$ cat src/rtl/awo_pkg.sv
// ----------------------------------------------------------------------------
// awo_pkg
// Shared widths, codes and types of the additive wavetable oscillator.
// ----------------------------------------------------------------------------
`default_nettype none

package awo_pkg;

  localparam int TABLE_DEPTH_DEF    = 2048;
  localparam int HARMONIC_COUNT_DEF = 8;

  localparam int GAIN_REGS  = 8;
  localparam int GAIN_W     = 16;
  localparam int SINE_W     = 19;
  localparam int WORD_W     = 24;
  localparam int INDEX_W    = 11;
  localparam int FRAC_W     = 8;
  localparam int CFG_IDX_W  = 3;
  localparam int TERM_SHIFT = 14;

  localparam logic [63:0] HALF_PI_Q30 = 64'd1686629713;

  typedef enum logic {
    CMD_BUILD = 1'b0,
    CMD_READ  = 1'b1
  } cmd_e;

  typedef enum logic {
    KIND_ACK    = 1'b0,
    KIND_SAMPLE = 1'b1
  } kind_e;

  typedef logic signed [GAIN_W-1:0] gain_t;
  typedef logic signed [SINE_W-1:0] sine_t;
  typedef logic signed [WORD_W-1:0] word_t;

  typedef struct packed {
    logic busy;
    logic done;
  } build_stat_t;

endpackage

`default_nettype wire

$ cat src/rtl/awo_builder.sv
// ----------------------------------------------------------------------------
// awo_builder
// Table build sequencer: one harmonic term per cycle through the sine ROM,
// a registered multiplier and an accumulator that writes each table word.
// ----------------------------------------------------------------------------
`default_nettype none

module awo_builder #(
  parameter int TABLE_DEPTH    = awo_pkg::TABLE_DEPTH_DEF,
  parameter int HARMONIC_COUNT = awo_pkg::HARMONIC_COUNT_DEF,
  localparam int AW  = $clog2(TABLE_DEPTH),
  localparam int RAW = $clog2(TABLE_DEPTH - 1),
  localparam int HW  = (HARMONIC_COUNT > 1) ? $clog2(HARMONIC_COUNT) : 1
) (
  input  logic                   clk_i,
  input  logic                   rst_ni,
  input  logic                   start_i,
  input  awo_pkg::gain_t         gains_i [awo_pkg::GAIN_REGS],
  output logic [RAW-1:0]         rom_addr_o,
  input  awo_pkg::sine_t         rom_data_i,
  output logic                   wr_en_o,
  output logic [AW-1:0]          wr_addr_o,
  output awo_pkg::word_t         wr_data_o,
  output awo_pkg::build_stat_t   stat_o
);
  import awo_pkg::*;

  localparam int PROD_W = GAIN_W + SINE_W;
  localparam int TERM_W = PROD_W - TERM_SHIFT;
  localparam logic [HW-1:0] LAST_H = HW'(HARMONIC_COUNT - 1);
  localparam logic [AW-1:0] LAST_I = AW'(TABLE_DEPTH - 1);
  localparam logic [RAW+3:0] M_EXT = (RAW + 4)'(TABLE_DEPTH - 1);

  logic                       active_q;
  logic [HW-1:0]              h_q;
  logic [AW-1:0]              i_q;
  logic [RAW-1:0]             k_q [HARMONIC_COUNT];
  logic                       v1_q;
  logic [HW-1:0]              h1_q;
  logic [AW-1:0]              i1_q;
  logic                       v2_q;
  logic [HW-1:0]              h2_q;
  logic [AW-1:0]              i2_q;
  logic signed [PROD_W-1:0]   prod_q;
  word_t                      acc_q;
  logic                       done_q;
  logic [RAW+3:0]             k_sum;
  logic [RAW-1:0]             k_next;
  logic signed [PROD_W-1:0]   prod_full;
  logic signed [PROD_W-1:0]   prod_rnd;
  word_t                      term;
  word_t                      acc_d;

  assign rom_addr_o = k_q[h_q];
  assign k_sum  = (RAW + 4)'(k_q[h_q]) + (RAW + 4)'(h_q) + (RAW + 4)'(1);
  assign k_next = (k_sum >= M_EXT) ? RAW'(k_sum - M_EXT) : RAW'(k_sum);

  always_ff @(posedge clk_i or negedge rst_ni) begin
    if (!rst_ni) begin
      active_q <= 1'b0;
      h_q      <= '0;
      i_q      <= '0;
      v1_q     <= 1'b0;
      v2_q     <= 1'b0;
      done_q   <= 1'b0;
      for (int n = 0; n < HARMONIC_COUNT; n++) begin
        k_q[n] <= '0;
      end
    end else begin
      v1_q   <= active_q;
      v2_q   <= v1_q;
      done_q <= wr_en_o && (i2_q == LAST_I);
      if (start_i) begin
        active_q <= 1'b1;
        h_q      <= '0;
        i_q      <= '0;
        for (int n = 0; n < HARMONIC_COUNT; n++) begin
          k_q[n] <= '0;
        end
      end else if (active_q) begin
        k_q[h_q] <= k_next;
        if (h_q == LAST_H) begin
          h_q <= '0;
          i_q <= i_q + AW'(1);
          if (i_q == LAST_I) begin
            active_q <= 1'b0;
          end
        end else begin
          h_q <= h_q + HW'(1);
        end
      end
    end
  end

  assign prod_full = gains_i[h1_q] * rom_data_i;

  always_ff @(posedge clk_i) begin
    h1_q   <= h_q;
    i1_q   <= i_q;
    h2_q   <= h1_q;
    i2_q   <= i1_q;
    prod_q <= prod_full;
    if (v2_q) begin
      acc_q <= acc_d;
    end
  end

  assign prod_rnd = prod_q + PROD_W'(1 << (TERM_SHIFT - 1));
  assign term     = WORD_W'($signed(prod_rnd[PROD_W-1:TERM_SHIFT]));
  assign acc_d    = ((h2_q == '0) ? word_t'(0) : acc_q) + term;

  assign wr_en_o   = v2_q && (h2_q == LAST_H);
  assign wr_addr_o = i2_q;
  assign wr_data_o = acc_d;

  assign stat_o.busy = active_q | v1_q | v2_q | done_q;
  assign stat_o.done = done_q;

`ifndef NO_ASSERTIONS
  a_start_idle: assert property (@(posedge clk_i) disable iff (!rst_ni)
    start_i |-> !stat_o.busy)
    else $error("build started while a build is in progress");

  a_done_after_last: assert property (@(posedge clk_i) disable iff (!rst_ni)
    done_q |-> $past(wr_en_o) && $past(i2_q) == LAST_I)
    else $error("build done without a write of the last table word");

  a_write_in_build: assert property (@(posedge clk_i) disable iff (!rst_ni)
    wr_en_o |-> $past(v1_q) && $past(h1_q) == LAST_H)
    else $error("table write without a full harmonic sum");
`endif

endmodule

`default_nettype wire

$ cat config.mk
export PLATFORM = sky130hd
export DESIGN_NAME = awo_builder
export DESIGN_NICKNAME = d
export VERILOG_FILES = /design/src/rtl/awo_pkg.sv /design/src/rtl/awo_builder.sv
export SDC_FILE = /design/constraint.sdc
export NUM_CORES = 1
export LEC_CHECK = 0
export ABC_AREA = 1
export ABC_CLOCK_PERIOD_IN_PS = 15600
export BUFFER_PORTS_ARGS = -buffer_cell sky130_fd_sc_hd__buf_2
export CAP_MARGIN = 25
export CELL_PAD_IN_SITES_DETAIL_PLACEMENT = 0
export CELL_PAD_IN_SITES_GLOBAL_PLACEMENT = 2
export CORE_ASPECT_RATIO = 1.25
export CORE_MARGIN = 5
export CORE_UTILIZATION = 40
export CTS_BUF_LIST = sky130_fd_sc_hd__clkbuf_16
export DETAILED_ROUTE_END_ITERATION = 12
export PLACE_DENSITY = 0.95
export SLEW_MARGIN = 0
export SYNTH_ARGS = -nofsm -noshare
export SYNTH_HDL_FRONTEND = slang
export SYNTH_SLANG_ARGS = --single-unit
$ cat constraint.sdc
create_clock -name clk_i -period 15.6 [get_ports clk_i]
set_input_delay 1.56 -clock clk_i [delete_from_list [all_inputs] [get_ports clk_i]]
set_output_delay 1.56 -clock clk_i [all_outputs]
set_load 0.02 [all_outputs]
; ---- Yosys cells after proc, flatten, opt, wreduce, memory -nomap -nowiden
; Index checks and enable logic that the tools add are counted.
[totals]
regBits = 193
latchBits = 0
ram_bits = 0
rom_bits = 0
word_cells = 71
n_memories = 0
[op_classes]
add_sub_neg = 7
n_mul = 1
div_mod_pow = 0
n_lt_le_gt_ge = 4
n_eq_ne = 4
n_shift = 0
n_mux = 23
bitwise_logic = 5
reduce_logical = 7
[ops]
columns = op, n
row1 = $mux W88, 2
row2 = $bwmux W88, 1
row3 = $mux W11, 7
row4 = $bmux W16 S3, 1
row5 = $add A35 B15 Y35 const B, 1
row6 = $mul A16 B19 Y35, 1
row7 = $bmux W11 S3, 1
row8 = $demux W11 S3, 1
row9 = $mux W16, 2
row10 = $add A24 B21 Y24, 1
row11 = $mux W24, 1
row12 = $eq A11 B11 Y1 const B, 2
row13 = $add A12 B1 Y13 const B, 1
row14 = $ge A13 B11 Y1 const B, 1
row15 = $add A11 B3 Y12, 1
row16 = $add A11 B1 Y11 const B, 1
row17 = $sub A11 B11 Y11 const B, 1
row18 = $mux W3, 3
row19 = $ge A4 B4 Y1 const B, 2
row20 = $not A3 Y4, 2
row21 = $eq A3 B3 Y1 const B, 2
row22 = $lt A4 B1 Y1 const B, 1
row23 = $mux W1, 4
row24 = $reduce_bool A2 Y1, 2
row25 = 5 further kinds, 9

; ---- Depth between registers and ports, before layout
; Gate-level depths: netlist of run 1.
[depth]
ltp_word = 11
ltp_mapped = 33
mapped_depth_nobuf = 30

; ---- Worst setup path before layout of run 1
; OpenSTA, ideal clock, no wires.
[synth_path]
kind = input-to-reg
startpoint = in gains_i[89] (netlist name)
endpoint = reg prod_q[34]
arrival_ns = 7.053
required_time_ns = 15.488
setup_slack_ns = 8.435
path_stages = 24
cell_sequence = o21ai_0 o221ai_1 nand2_1 clkinv_1 clkbuf_1 nand2_1 fa_1 inv_1 fa_1 fa_1 inv_1 fa_1 inv_1 fa_1 inv_1 fa_1 inv_1 ha_1 a21oi_1 nor3_1 a2111oi_0 nand2_1 nand2_1 nand2_1
[synth_between]
elab_chain_cells = 4
[synth_rtl]
columns = item, line_no
row1 = "start, declared", awo_builder.sv:18  ; input awo_pkg::gain_t gains_i [awo_pkg::GAIN_REGS],
row2 = $bmux W16 S3, awo_builder.sv:95  ; assign prod_full = gains_i[h1_q] * rom_data_i;
row3 = $mux W16 (implied by the code) (2 in a row), awo_builder.sv:95
row4 = $mul A16 B19 Y35, awo_builder.sv:95
row5 = net prod_full[34], awo_builder.sv:49  ; logic signed [PROD_W-1:0] prod_full;
row6 = "end signal, assigned", awo_builder.sv:102  ; prod_q <= prod_full;
row7 = "end, declared", awo_builder.sv:44  ; logic signed [PROD_W-1:0] prod_q;
; The timed path passes the listed nets, and every way through them passes these cells. The select of a mux whose other input is x is not followed.
; A chain may end at the register's enable or synchronous reset.

; ---- Final worst setup path of run 1
[layout_path]
startpoint = reg h1_q[0]
endpoint = reg prod_q[28]
[layout_between]
elab_chain_cells = 5
[layout_rtl]
columns = item, line_no
row1 = "start, declared", awo_builder.sv:39  ; logic [HW-1:0] h1_q;
row2 = "start signal, assigned", awo_builder.sv:98  ; h1_q <= h_q;
row3 = $not A3 Y4 (implied by the code), awo_builder.sv:95
row4 = $bmux W16 S3, awo_builder.sv:95
row5 = $mux W16 (implied by the code) (2 in a row), awo_builder.sv:95
row6 = $mul A16 B19 Y35, awo_builder.sv:95
row7 = net prod_full[28], awo_builder.sv:49
; The timed path passes the listed nets, and every way through them passes these cells. The select of a mux whose other input is x is not followed.

==> metrics, run 1 <==
slew of the pin with the lowest slew margin=1.110 ns; worst rel slew slack=25.25%; number of synthesized flops with an enable pin=24; Syn Nets=3243; status=complete, no violations; Root Driver=clkbuf_16; Synth Instances=2672; Die X=216.9 µm; Yosys cell types=54; Synth Warn #=0; gp weighted congestion=0.9227; setup TNS=0 ns; num ports=199; post-synth top area cell=fa_1; clk buf depth=2; first-pass GRT wire length=101300 µm; ys async rst share=58.89%; total grt overflow=0; drt drc=0; TritonCTS clock tree=done; WL/cell=18.01 µm; Die Y=268.6 µm; sequential area share after synthesis=20.45%; FP Rows=94; initial core utilization=40.51%; CTS H-tree depth=4; routed vias/inst=5.175; synth cell count leaders=inv_1 (553), nand2_1 (546), fa_1 (305), nor2_1 (305), o21ai_0 (137); die area=0.05824 mm²; cts hold-fix bufs=0; # fillers=5391; Iter 0 DRT Violations=1176; CTS sink cnt=180; Final Cycle Share=55.51%; most frequent cell after synthesis=inv_1; CTS buffer count=17; Required @ worst endpoint=15.95 ns; Post-Syn Area=0.02139 mm²; pin count of the biggest net entering global routing=78; Setup Skew=0.01358 ns; Clock Latency Late Sink=0.45 ns; Hold Fails Final Rpt=0; vias in the first global route=19420; RSZ-0062 raised after global routing=false; share of layout cells above drive strength 1=9.968%; Final Setup Violations=0; top cells by area, synth=fa_1 (29%), dfrtp_1 (12%), inv_1 (9.7%), nand2_1 (9.6%), ha_1 (6.8%); clk slew on worst S/H paths=0.08 ns; MaxCap Viol Count=0; vias=18180; Crit. End Element=register; number of I/O port buffers=198; Synth Area per Inst=8.007 µm²; CP Data Arrival Time=9.01 ns; critical path fanouts, max=66; fmax=115.5 MHz; Post-CTS Setup Bufs=0; Area Overhead vs Synth=10.60%; Critical Path Source Type=register; Pre-Repair DR Iteration Count=6; core area=0.05281 mm²; sequential cell area=0.004378 mm²; Slew Viols, Final=0; antenna violations before repair=2; most used flip-flop cell after synthesis=dfrtp_1; Tightest Hold Check Type=register to register; multi-input logic area=0.01455 mm²; routed wire length=63260 µm; worst setup path class=register to register; total track usage=21.99%; Layout Nets=3397; Routed Antenna Nets=0; post-synth top area share=28.54%; Final min period=8.659 ns; post-cts sizing count=0; Seq cells post-synth=180; HPWL after detailed placement=52300 µm
==> worst paths after layout <==
path / slack [ns] / to / cells past startpoint / start
setup / recovery: 6.94 / prod_q[28] / 25 / h1_q[0]
hold / removal: 0.33 / wr_addr_o[1] / 0 / i1_q[1]
setup reg to reg: 6.94 / prod_q[28] / 25 / h1_q[0]
hold reg to reg: 0.33 / wr_addr_o[1] / 0 / i1_q[1]
max in group asynchronous: 13.63 / k_q[17] / 3 / rst_ni
min in group asynchronous: 1.02 / k_q[33] / 1 / rst_ni
==> cell usage in the layout, fill, tap and decap left out, drive strengths merged, types with 4 or more instances in the layout <==
cell type,instances
inv,565
nand2,561
nor2,309
fa,305
buf,209
o21ai,147
ha,116
dfrtp,106
nand3,81
a21oi,75
xor2,53
dfxtp,50
o221ai,30
nor3,29
mux2i,28
nand4,27
edfxtp,24
o22ai,19
xnor2,17
clkbuf,17
clkinv,14
a31oi,11
o21a,7
nor4,5
o211ai,4
a221oi,4
a21o,4
==> per-stage QoR <==
stage               hold WS [ns]  util, %  instance area [µm²]  setup slack, ns  instances
detailed placement        0.3121    43.46                22950            7.046       3476
CTS                       0.3294    44.66                23580            7.021       3508
global route              0.3390    44.81                23660            6.349       3513
floorplan                 0.3096        -                21390            8.435       2672
finish                    0.3281    44.81                23660            6.941       3513
global placement          0.3116    43.46                22950            7.216       3476
==> area by class of cell <==
cell class / count / area share, %
clock inverter: 15 / 0.8830
tap: 672 / 3.553
timing repair buffer: 209 / 4.769
sequential: 180 / 18.50
antenna: 2 / 0.02115
inverter: 564 / 8.968
multi-input combinational: 1854 / 61.51
clock buffer: 17 / 1.798
==> critical path, cell delays in order, from the launching register on <==
cell and delay (ns):
dfxtp_2 0.32, buf_4 0.58, clkinv_1 1.00, o21ai_0 0.45, o211ai_1 0.13, nand2_1 0.47, inv_1 0.37, nand2_1 0.18
fa_1 0.43, fa_1 0.53, fa_1 0.52, inv_1 0.06, fa_1 0.50, fa_1 0.49, inv_1 0.06, fa_1 0.64
inv_1 0.08, ha_1 0.36, nand2_1 0.17, nor2_1 0.20, inv_1 0.07, nor2_1 0.14, nand2_1 0.07, o21ai_0 0.42
a21oi_1 0.16, xnor2_1 0.15
==> routing by layer <==
metal / global-route usage [%] / vias to the layer above / routed length (µm)
met5: 0 / - / 0
met4: 9.739 / 0 / 3026
met3: 2.347 / 150 / 2645
met2: 41.68 / 476 / 34260
met1: 25.05 / 9013 / 23330
li1: - / 8542 / -
==> sequential cells by signal, summed over array words and instances (netlist names) <==
signal and cells:
k_q 88, acc_q 24, prod_q 22, i1_q 11, i_q 11, wr_addr_o 11
h1_q 3, h2_q 3, h_q 3, active_q 1, done_q 1, v1_q 1
v2_q 1
==> cell families (layout without fill, tap and decap cells) <==
kind of cell | Yosys count | in the layout | synth area share [%]
AO/OA/AOI/OAI | 318 | 318 | 8.667
XOR/XNOR | 70 | 70 | 2.866
adder cells (fa/ha/maj) | 421 | 421 | 35.32
buffers and inverters | 638 | 805 | 11.55
flip-flops | 180 | 180 | 20.45
multiplexers | 28 | 28 | 1.310
other | 0 | 2 | 0
AND/OR/NAND/NOR | 1017 | 1017 | 19.84
Power of run 1 is not shown: default switching activity piles up to over one toggle a cycle in this logic, so the estimate is an artifact.
==> run 2, diff against run 1 <==
- ABC_AREA: 1 -> 0
- ABC_CLOCK_PERIOD_IN_PS: 15600 -> 8700
- PLACE_DENSITY: 0.95 -> 0.93
- clock period: 15.6 -> 8.7 ns (I/O delays scaled with it)
==> metrics, run 2 <==
vias in the first global route=16840 (-13%); WL/cell=18.82 µm (+4.5%); Final min period=7.858 ns (-0.8019 ns); gp weighted congestion=0.8688 (-5.8%); number of I/O port buffers=198 (unchanged); CTS buffer count=17 (unchanged); Layout Nets=2790 (-18%); slew of the pin with the lowest slew margin=0.9963 ns (-0.1132 ns); mux contribution to synthesized area=6.902% (+5.6 points); num ports=199 (unchanged); top cells by area, synth=fa_1 (30%), dfrtp_1 (13%), ha_1 (7.0%), inv_1 (6.8%), mux4_2 (4.9%); Yosys cell types=78 (+44%); setup TNS=0 ns (unchanged); Ant. Diodes=0 (-2); clk buf depth=2 (unchanged); sequential area share after synthesis=21.19% (+0.74 points); most frequent cells in the layout=inv_1 (372), fa_1 (305), nand2_1 (206); Critical Path Source Type=register; cts hold-fix bufs=0 (unchanged); fmax=127.3 MHz (+10%); FP Rows=93 (-1.1%); multi-input logic area=0.01459 mm² (+0.21%); Seq cells post-synth=180 (unchanged); Hold Fails Final Rpt=0 (unchanged); Finished Cell Area=0.02301 mm² (-2.8%); Die X=213.2 µm (-1.7%); Top reg by flops=k_q; worst setup path class=register to register; Final Setup Violations=0 (unchanged); worst rel slew slack=33.37% (+8.1 points); post-synth top area share=29.57% (+1.0 points); Pre-Repair DR Iteration Count=5 (-1); die area=0.05629 mm² (-3.3%); Synth Area per Inst=10.07 µm² (+26%); post-synthesis xor/xnor area fraction=3.684% (+0.82 points); TritonCTS clock tree=done; Slew Viols, Final=0 (unchanged); HPWL after detailed placement=43440 µm (-17%); ys async rst share=58.89% (unchanged); routed vias/inst=5.268 (+1.8%); total track usage=20.13% (-1.9 points); Required @ worst endpoint=9.06 ns (-6.89 ns); vias=15260 (-16%); number of flip-flops in the largest register=88 (unchanged); pin count of the biggest net entering global routing=69 (-12%); placed cell area=0.02242 mm² (-2.3%); status=complete, no violations; Largest regs=k_q x88, acc_q x24, prod_q x22; routed wire length=54510 µm (-14%); Root Driver=clkbuf_16; Synth Area in Adders=36.60% (+1.3 points); critical path fanouts, max=19 (-71%); first-pass GRT wire length=89420 µm (-12%); Setup Skew=0.01045 ns (-0.003130 ns); Routed Antenna Nets=0 (unchanged); most used flip-flop cell after synthesis=dfrtp_1; Syn Nets=2622 (-19%); Post-CTS Setup Bufs=0 (unchanged); post-cts sizing count=0 (unchanged); # fillers=4892 (-9.3%); Synth Instances=2051 (-23%); CP Data Arrival Time=8.22 ns (-0.79 ns); Final Cycle Share=90.32% (+35 points); Tightest Hold Check Type=register to register; Crit. End Element=register; sequential cell area=0.004377 mm² (about the same); Post-Syn Area=0.02065 mm² (-3.5%); Synth Warn #=0 (unchanged); Area Overhead vs Synth=11.45%; core area=0.05132 mm² (-2.8%); initial core utilization=40.24% (-0.28 points); compound-gate portion of the synthesized area=8.647% (-0.020 points); MaxCap Viol Count=0 (unchanged); synth cell count leaders=inv_1 (372), fa_1 (305), nand2_1 (206), nor2b_1 (135), ha_1 (116); commonest non-fill, non-tap cell in the layout=inv_1; clk slew on worst S/H paths=0.08 ns (about the same); antenna violations before repair=0 (-2); RSZ-0062 raised after global routing=false; Iter 0 DRT Violations=930 (-21%); post-synth top area cell=fa_1; drt drc=0 (unchanged); share of layout cells above drive strength 1=15.99% (+6.0 points); CTS sink cnt=180 (unchanged); CTS H-tree depth=4 (unchanged); post-synthesis simple-gate area fraction=14.61% (-5.2 points); total grt overflow=0 (unchanged); most frequent cell after synthesis=inv_1; Clock Latency Late Sink=0.47 ns (+0.02 ns); number of synthesized flops with an enable pin=24 (unchanged); main combinational cell family by area after synthesis=adder cells; Die Y=264.0 µm (-1.7%)
## run 2: cell types whose count changed after synthesis, moves of 45 or more
cell | before | now
and2_1 | 0 | 48
inv_1 | 553 | 372
mux4_2 | 0 | 45
nand2_1 | 546 | 206
nand3_1 | 76 | 23
nor2_1 | 305 | 79
nor2b_1 | 0 | 135
o21ai_0 | 137 | 20
## run 2: path summary, 6_finish.rpt
check	from	to	slack (ns)	cells after the start
worst max-delay path	h1_q[0]	prod_q[34]	0.84	23
worst min-delay path	i1_q[10]	wr_addr_o[10]	0.33	0
worst max register to register	h1_q[0]	prod_q[34]	0.84	23
worst min register to register	i1_q[10]	wr_addr_o[10]	0.33	0
max in group asynchronous	rst_ni	k_q[50]	7.07	2
min in group asynchronous	rst_ni	done_q	0.37	1
## run 2: per-stage QoR
| step | worst slack [ns] | hold WS [ns] | utilization (%) | cells |
|---|---|---|---|---|
| floorplan | 0.9249 | 0.3096 | - | 2051 |
| global placement | 0.7504 | 0.3126 | 43.64 | 2864 |
| detailed placement | 0.6424 | 0.3121 | 43.69 | 2865 |
| CTS | 0.8261 | 0.3299 | 44.84 | 2897 |
| global route | 0.4108 | 0.3309 | 44.84 | 2897 |
| finish | 0.8425 | 0.3280 | 44.84 | 2897 |
## run 2: cell type report
class / count / area share (%)
clock inverters: 15 / 0.7123
inverters: 372 / 6.068
multi-input cells: 1421 / 63.38
repair buffers: 227 / 5.350
clock buffers: 17 / 1.849
well taps: 665 / 3.616
flip-flops and latches: 180 / 19.02
## run 2: logic make-up after synthesis
group                      after synthesis
DFF                                    180
AOI/OAI and AO/OA                      238
and+or+nand+nor                        594
buffers and inverters                  450
muxes                                   82
xor gates and xnor gates                86
adders and majority gates              421
## run 2: routing by layer
| metal | vias to the layer above | track usage (%) | share of wire, % |
|---|---|---|---|
| met5 | - | 0 | 0 |
| met4 | 0 | 7.050 | 3.5 |
| met3 | 92 | 2.696 | 3.6 |
| met2 | 362 | 37.37 | 55 |
| met1 | 7879 | 23.58 | 38 |
| li1 | 6928 | - | - |
## run 2: critical path, stage by stage, from the launching register on
cell and delay (ns):
dfxtp_2 0.50, buf_4 0.29, mux4_2 0.52, mux2_2 0.46
nand2_1 0.18, inv_1 0.07, fa_1 0.62, fa_1 0.87
fa_1 0.52, fa_1 0.51, fa_1 0.50, inv_1 0.06
fa_1 0.47, inv_1 0.04, ha_1 0.33, a21o_1 0.19
a21o_1 0.18, a21o_1 0.19, a21o_1 0.17, a21oi_1 0.14
o21bai_1 0.09, and2_1 0.17, or4_1 0.49, nor3b_1 0.15
Power of run 2 is left out for the same reason.
==> run 3, diff against run 2 <==
--- a/config.mk
+++ b/config.mk
@@ -7,5 +7,5 @@
 export LEC_CHECK = 0
 export ABC_AREA = 0
-export ABC_CLOCK_PERIOD_IN_PS = 8700
+export ABC_CLOCK_PERIOD_IN_PS = 6400
 export BUFFER_PORTS_ARGS = -buffer_cell sky130_fd_sc_hd__buf_2
 export CAP_MARGIN = 25
@@ -14,8 +14,8 @@
 export CORE_ASPECT_RATIO = 1.25
 export CORE_MARGIN = 5
-export CORE_UTILIZATION = 40
+export CORE_UTILIZATION = 36
 export CTS_BUF_LIST = sky130_fd_sc_hd__clkbuf_16
 export DETAILED_ROUTE_END_ITERATION = 12
-export PLACE_DENSITY = 0.93
+export PLACE_DENSITY = 0.89
 export SLEW_MARGIN = 0
 export SYNTH_ARGS = -nofsm -noshare
==> constraint.sdc (replaced) <==
create_clock -name clk_i -period 6.4 [get_ports clk_i]
set_input_delay 0.96 -clock clk_i [delete_from_list [all_inputs] [get_ports clk_i]]
set_output_delay 0.96 -clock clk_i [all_outputs]
set_load 0.02 [all_outputs]
==> metrics, run 3 (same netlist as run 2, synthesis figures left out) <==
core area=0.05702 mm² (+11%); share of layout cells above drive strength 1=26.90% (+11 points); routed wire length=58360 µm (+7.1%); Tightest Hold Check Type=register to register; worst rel slew slack=33.77% (+0.40 points); Hold Fails Final Rpt=0 (unchanged); HPWL after detailed placement=47270 µm (+8.8%); failing checks=negative setup slack; Die X=224.2 µm (+5.2%); vias in the first global route=17980 (+6.8%); routed vias/inst=5.021 (-4.7%); critical path fanouts, max=7 (-12); drt drc=0 (unchanged); Setup WS post-layout=-0.5307 ns (-1.373 ns); Final min period=6.931 ns (-0.9268 ns); Pre-Repair DR Iteration Count=7 (+2); min-delay src=i1_q[6]; number of flip-flops in the largest register=88 (unchanged); FP Rows=98 (+5.4%); Final Cycle Share=108.3% (+18 points); CTS buffer count=17 (unchanged); Clock Latency Late Sink=0.44 ns (-0.03 ns); MaxCap Viol Count=0 (unchanged); Final Setup Violations=19 (+19); pin count of the biggest net entering global routing=69 (unchanged); die area=0.06227 mm² (+11%); most frequent cells in the layout=inv_1 (354), fa_1 (280), nand2_1 (202); total track usage=19.09% (-1.0 points); Critical Path Source Type=register; Required @ worst endpoint=6.73 ns (-2.33 ns); Ant. Diodes=0 (unchanged); first-pass GRT wire length=94500 µm (+5.7%); Largest regs=k_q x88, acc_q x24, prod_q x22; number of I/O port buffers=198 (unchanged); clk slew on worst S/H paths=0.08 ns (about the same); commonest non-fill, non-tap cell in the layout=inv_1; Die Y=277.8 µm (+5.2%); # fillers=5350 (+9.4%); slew of the pin with the lowest slew margin=0.9864 ns (-0.009956 ns); Routed Antenna Nets=0 (unchanged); CTS sink cnt=180 (unchanged); initial core utilization=36.21% (-4.0 points); CTS H-tree depth=4 (unchanged); Slew Viols, Final=0 (unchanged); RSZ-0062 raised after global routing=true; Layout Nets=2989 (+7.1%); gp weighted congestion=0.9180 (+5.7%); status=complete, but fails checks; fmax=144.3 MHz (+13%); total grt overflow=0 (unchanged); Worst Setup SP=h1_q[0]; Area Overhead vs Synth=23.60%; worst hold slack=0.3269 ns (-0.001060 ns); antenna violations before repair=0 (unchanged); Crit path max-delay family=adder cells; Root Driver=clkbuf_16; CP max-delay cell=fa_2; Setup Skew=0.01060 ns (+0.0001510 ns); Top reg by flops=k_q; TritonCTS clock tree=done; Crit. End Element=register; Iter 0 DRT Violations=880 (-5.4%); worst setup path class=register to register; vias=15970 (+4.7%); clk buf depth=2 (unchanged); CP max stage delay=0.62 ns (-0.25 ns); num ports=199 (unchanged); CP Data Arrival Time=7.26 ns (-0.96 ns); Buf/Inv on CP=9 (+5); RR Startpoint=h1_q[0]; WL/cell=18.35 µm (-2.5%)
[run 3: cell types whose count changed in the layout (fill, tap and decap cells not counted), moves of 10 or more]
cell,previous run,this run
a21oi_1,37,26
inv_1,372,354
fa_1,305,280
buf_6,0,10
buf_12,0,21
inv_2,0,18
fa_2,0,25
ha_1,116,105
buf_4,29,193
ha_4,0,11
[run 3: cell type report]
class | instances | area, µm² | area share, %
multi-input cells | 1421 | 15130 | 59.29
clock buffers | 17 | 425.4 | 1.667
inverters | 372 | 1396 | 5.472
repair buffers | 426 | 3080 | 12.07
clock inverters | 15 | 168.9 | 0.6619
well taps | 750 | 938.4 | 3.677
flip-flops and latches | 180 | 4379 | 17.16
[run 3: timing repair]
action                     4_1_cts  5_1_grt
pin swaps                       44       61
hold buffers                     0        0
cloned                           3        0
gates resized for setup         52       47
buffers inserted                22       13
setup endpoints to repair       19       22
[run 3: stage by stage]
stage | worst slack [ns] | setup TNS (ns) | util [%] | area [µm²] | instances
6_report | -0.5307 | -5.678 | 44.76 | 25520 | 3181
5_1_grt | -0.6959 | -9.912 | 44.76 | 25520 | 3181
4_1_cts | -0.5580 | -6.447 | 44.26 | 25240 | 3168
3_5_place_dp | -1.006 | -14.38 | 42.42 | 24190 | 3113
3_3_place_gp | -0.9622 | -13.65 | 42.41 | 24180 | 3112
2_1_floorplan | -0.6380 | -3.954 | - | 20970 | 2051
[run 3: worst register-to-register path, delay by kind of cell (launching register included)]
kind	cells	cell delay (ns)
compound gates	1	0.11
fa+ha+maj	7	3.46
buf+inv	9	0.86
flops	1	0.37
mux	2	0.88
simple gates	6	1.14
[run 3: per-layer routing]
layer,GRT usage (%),vias up,wire (µm)
li1,-,7319,-
met4,7.465,0,2511
met1,20.74,8124,21290
met3,2.625,128,2214
met5,0,-,0
met2,36.97,400,32340
[run 3: path summary, 6_finish.rpt]
path,endpoint,depth (start not counted),slack (ns)
max in group asynchronous,h_q[1],2,4.62
worst max-delay path,prod_q[34],25,-0.53
worst max register to register,prod_q[34],25,-0.53
worst min-delay path,wr_addr_o[6],0,0.33
min in group asynchronous,k_q[1],1,0.48
worst min register to register,wr_addr_o[6],0,0.33
Power of run 3 is left out for the same reason.
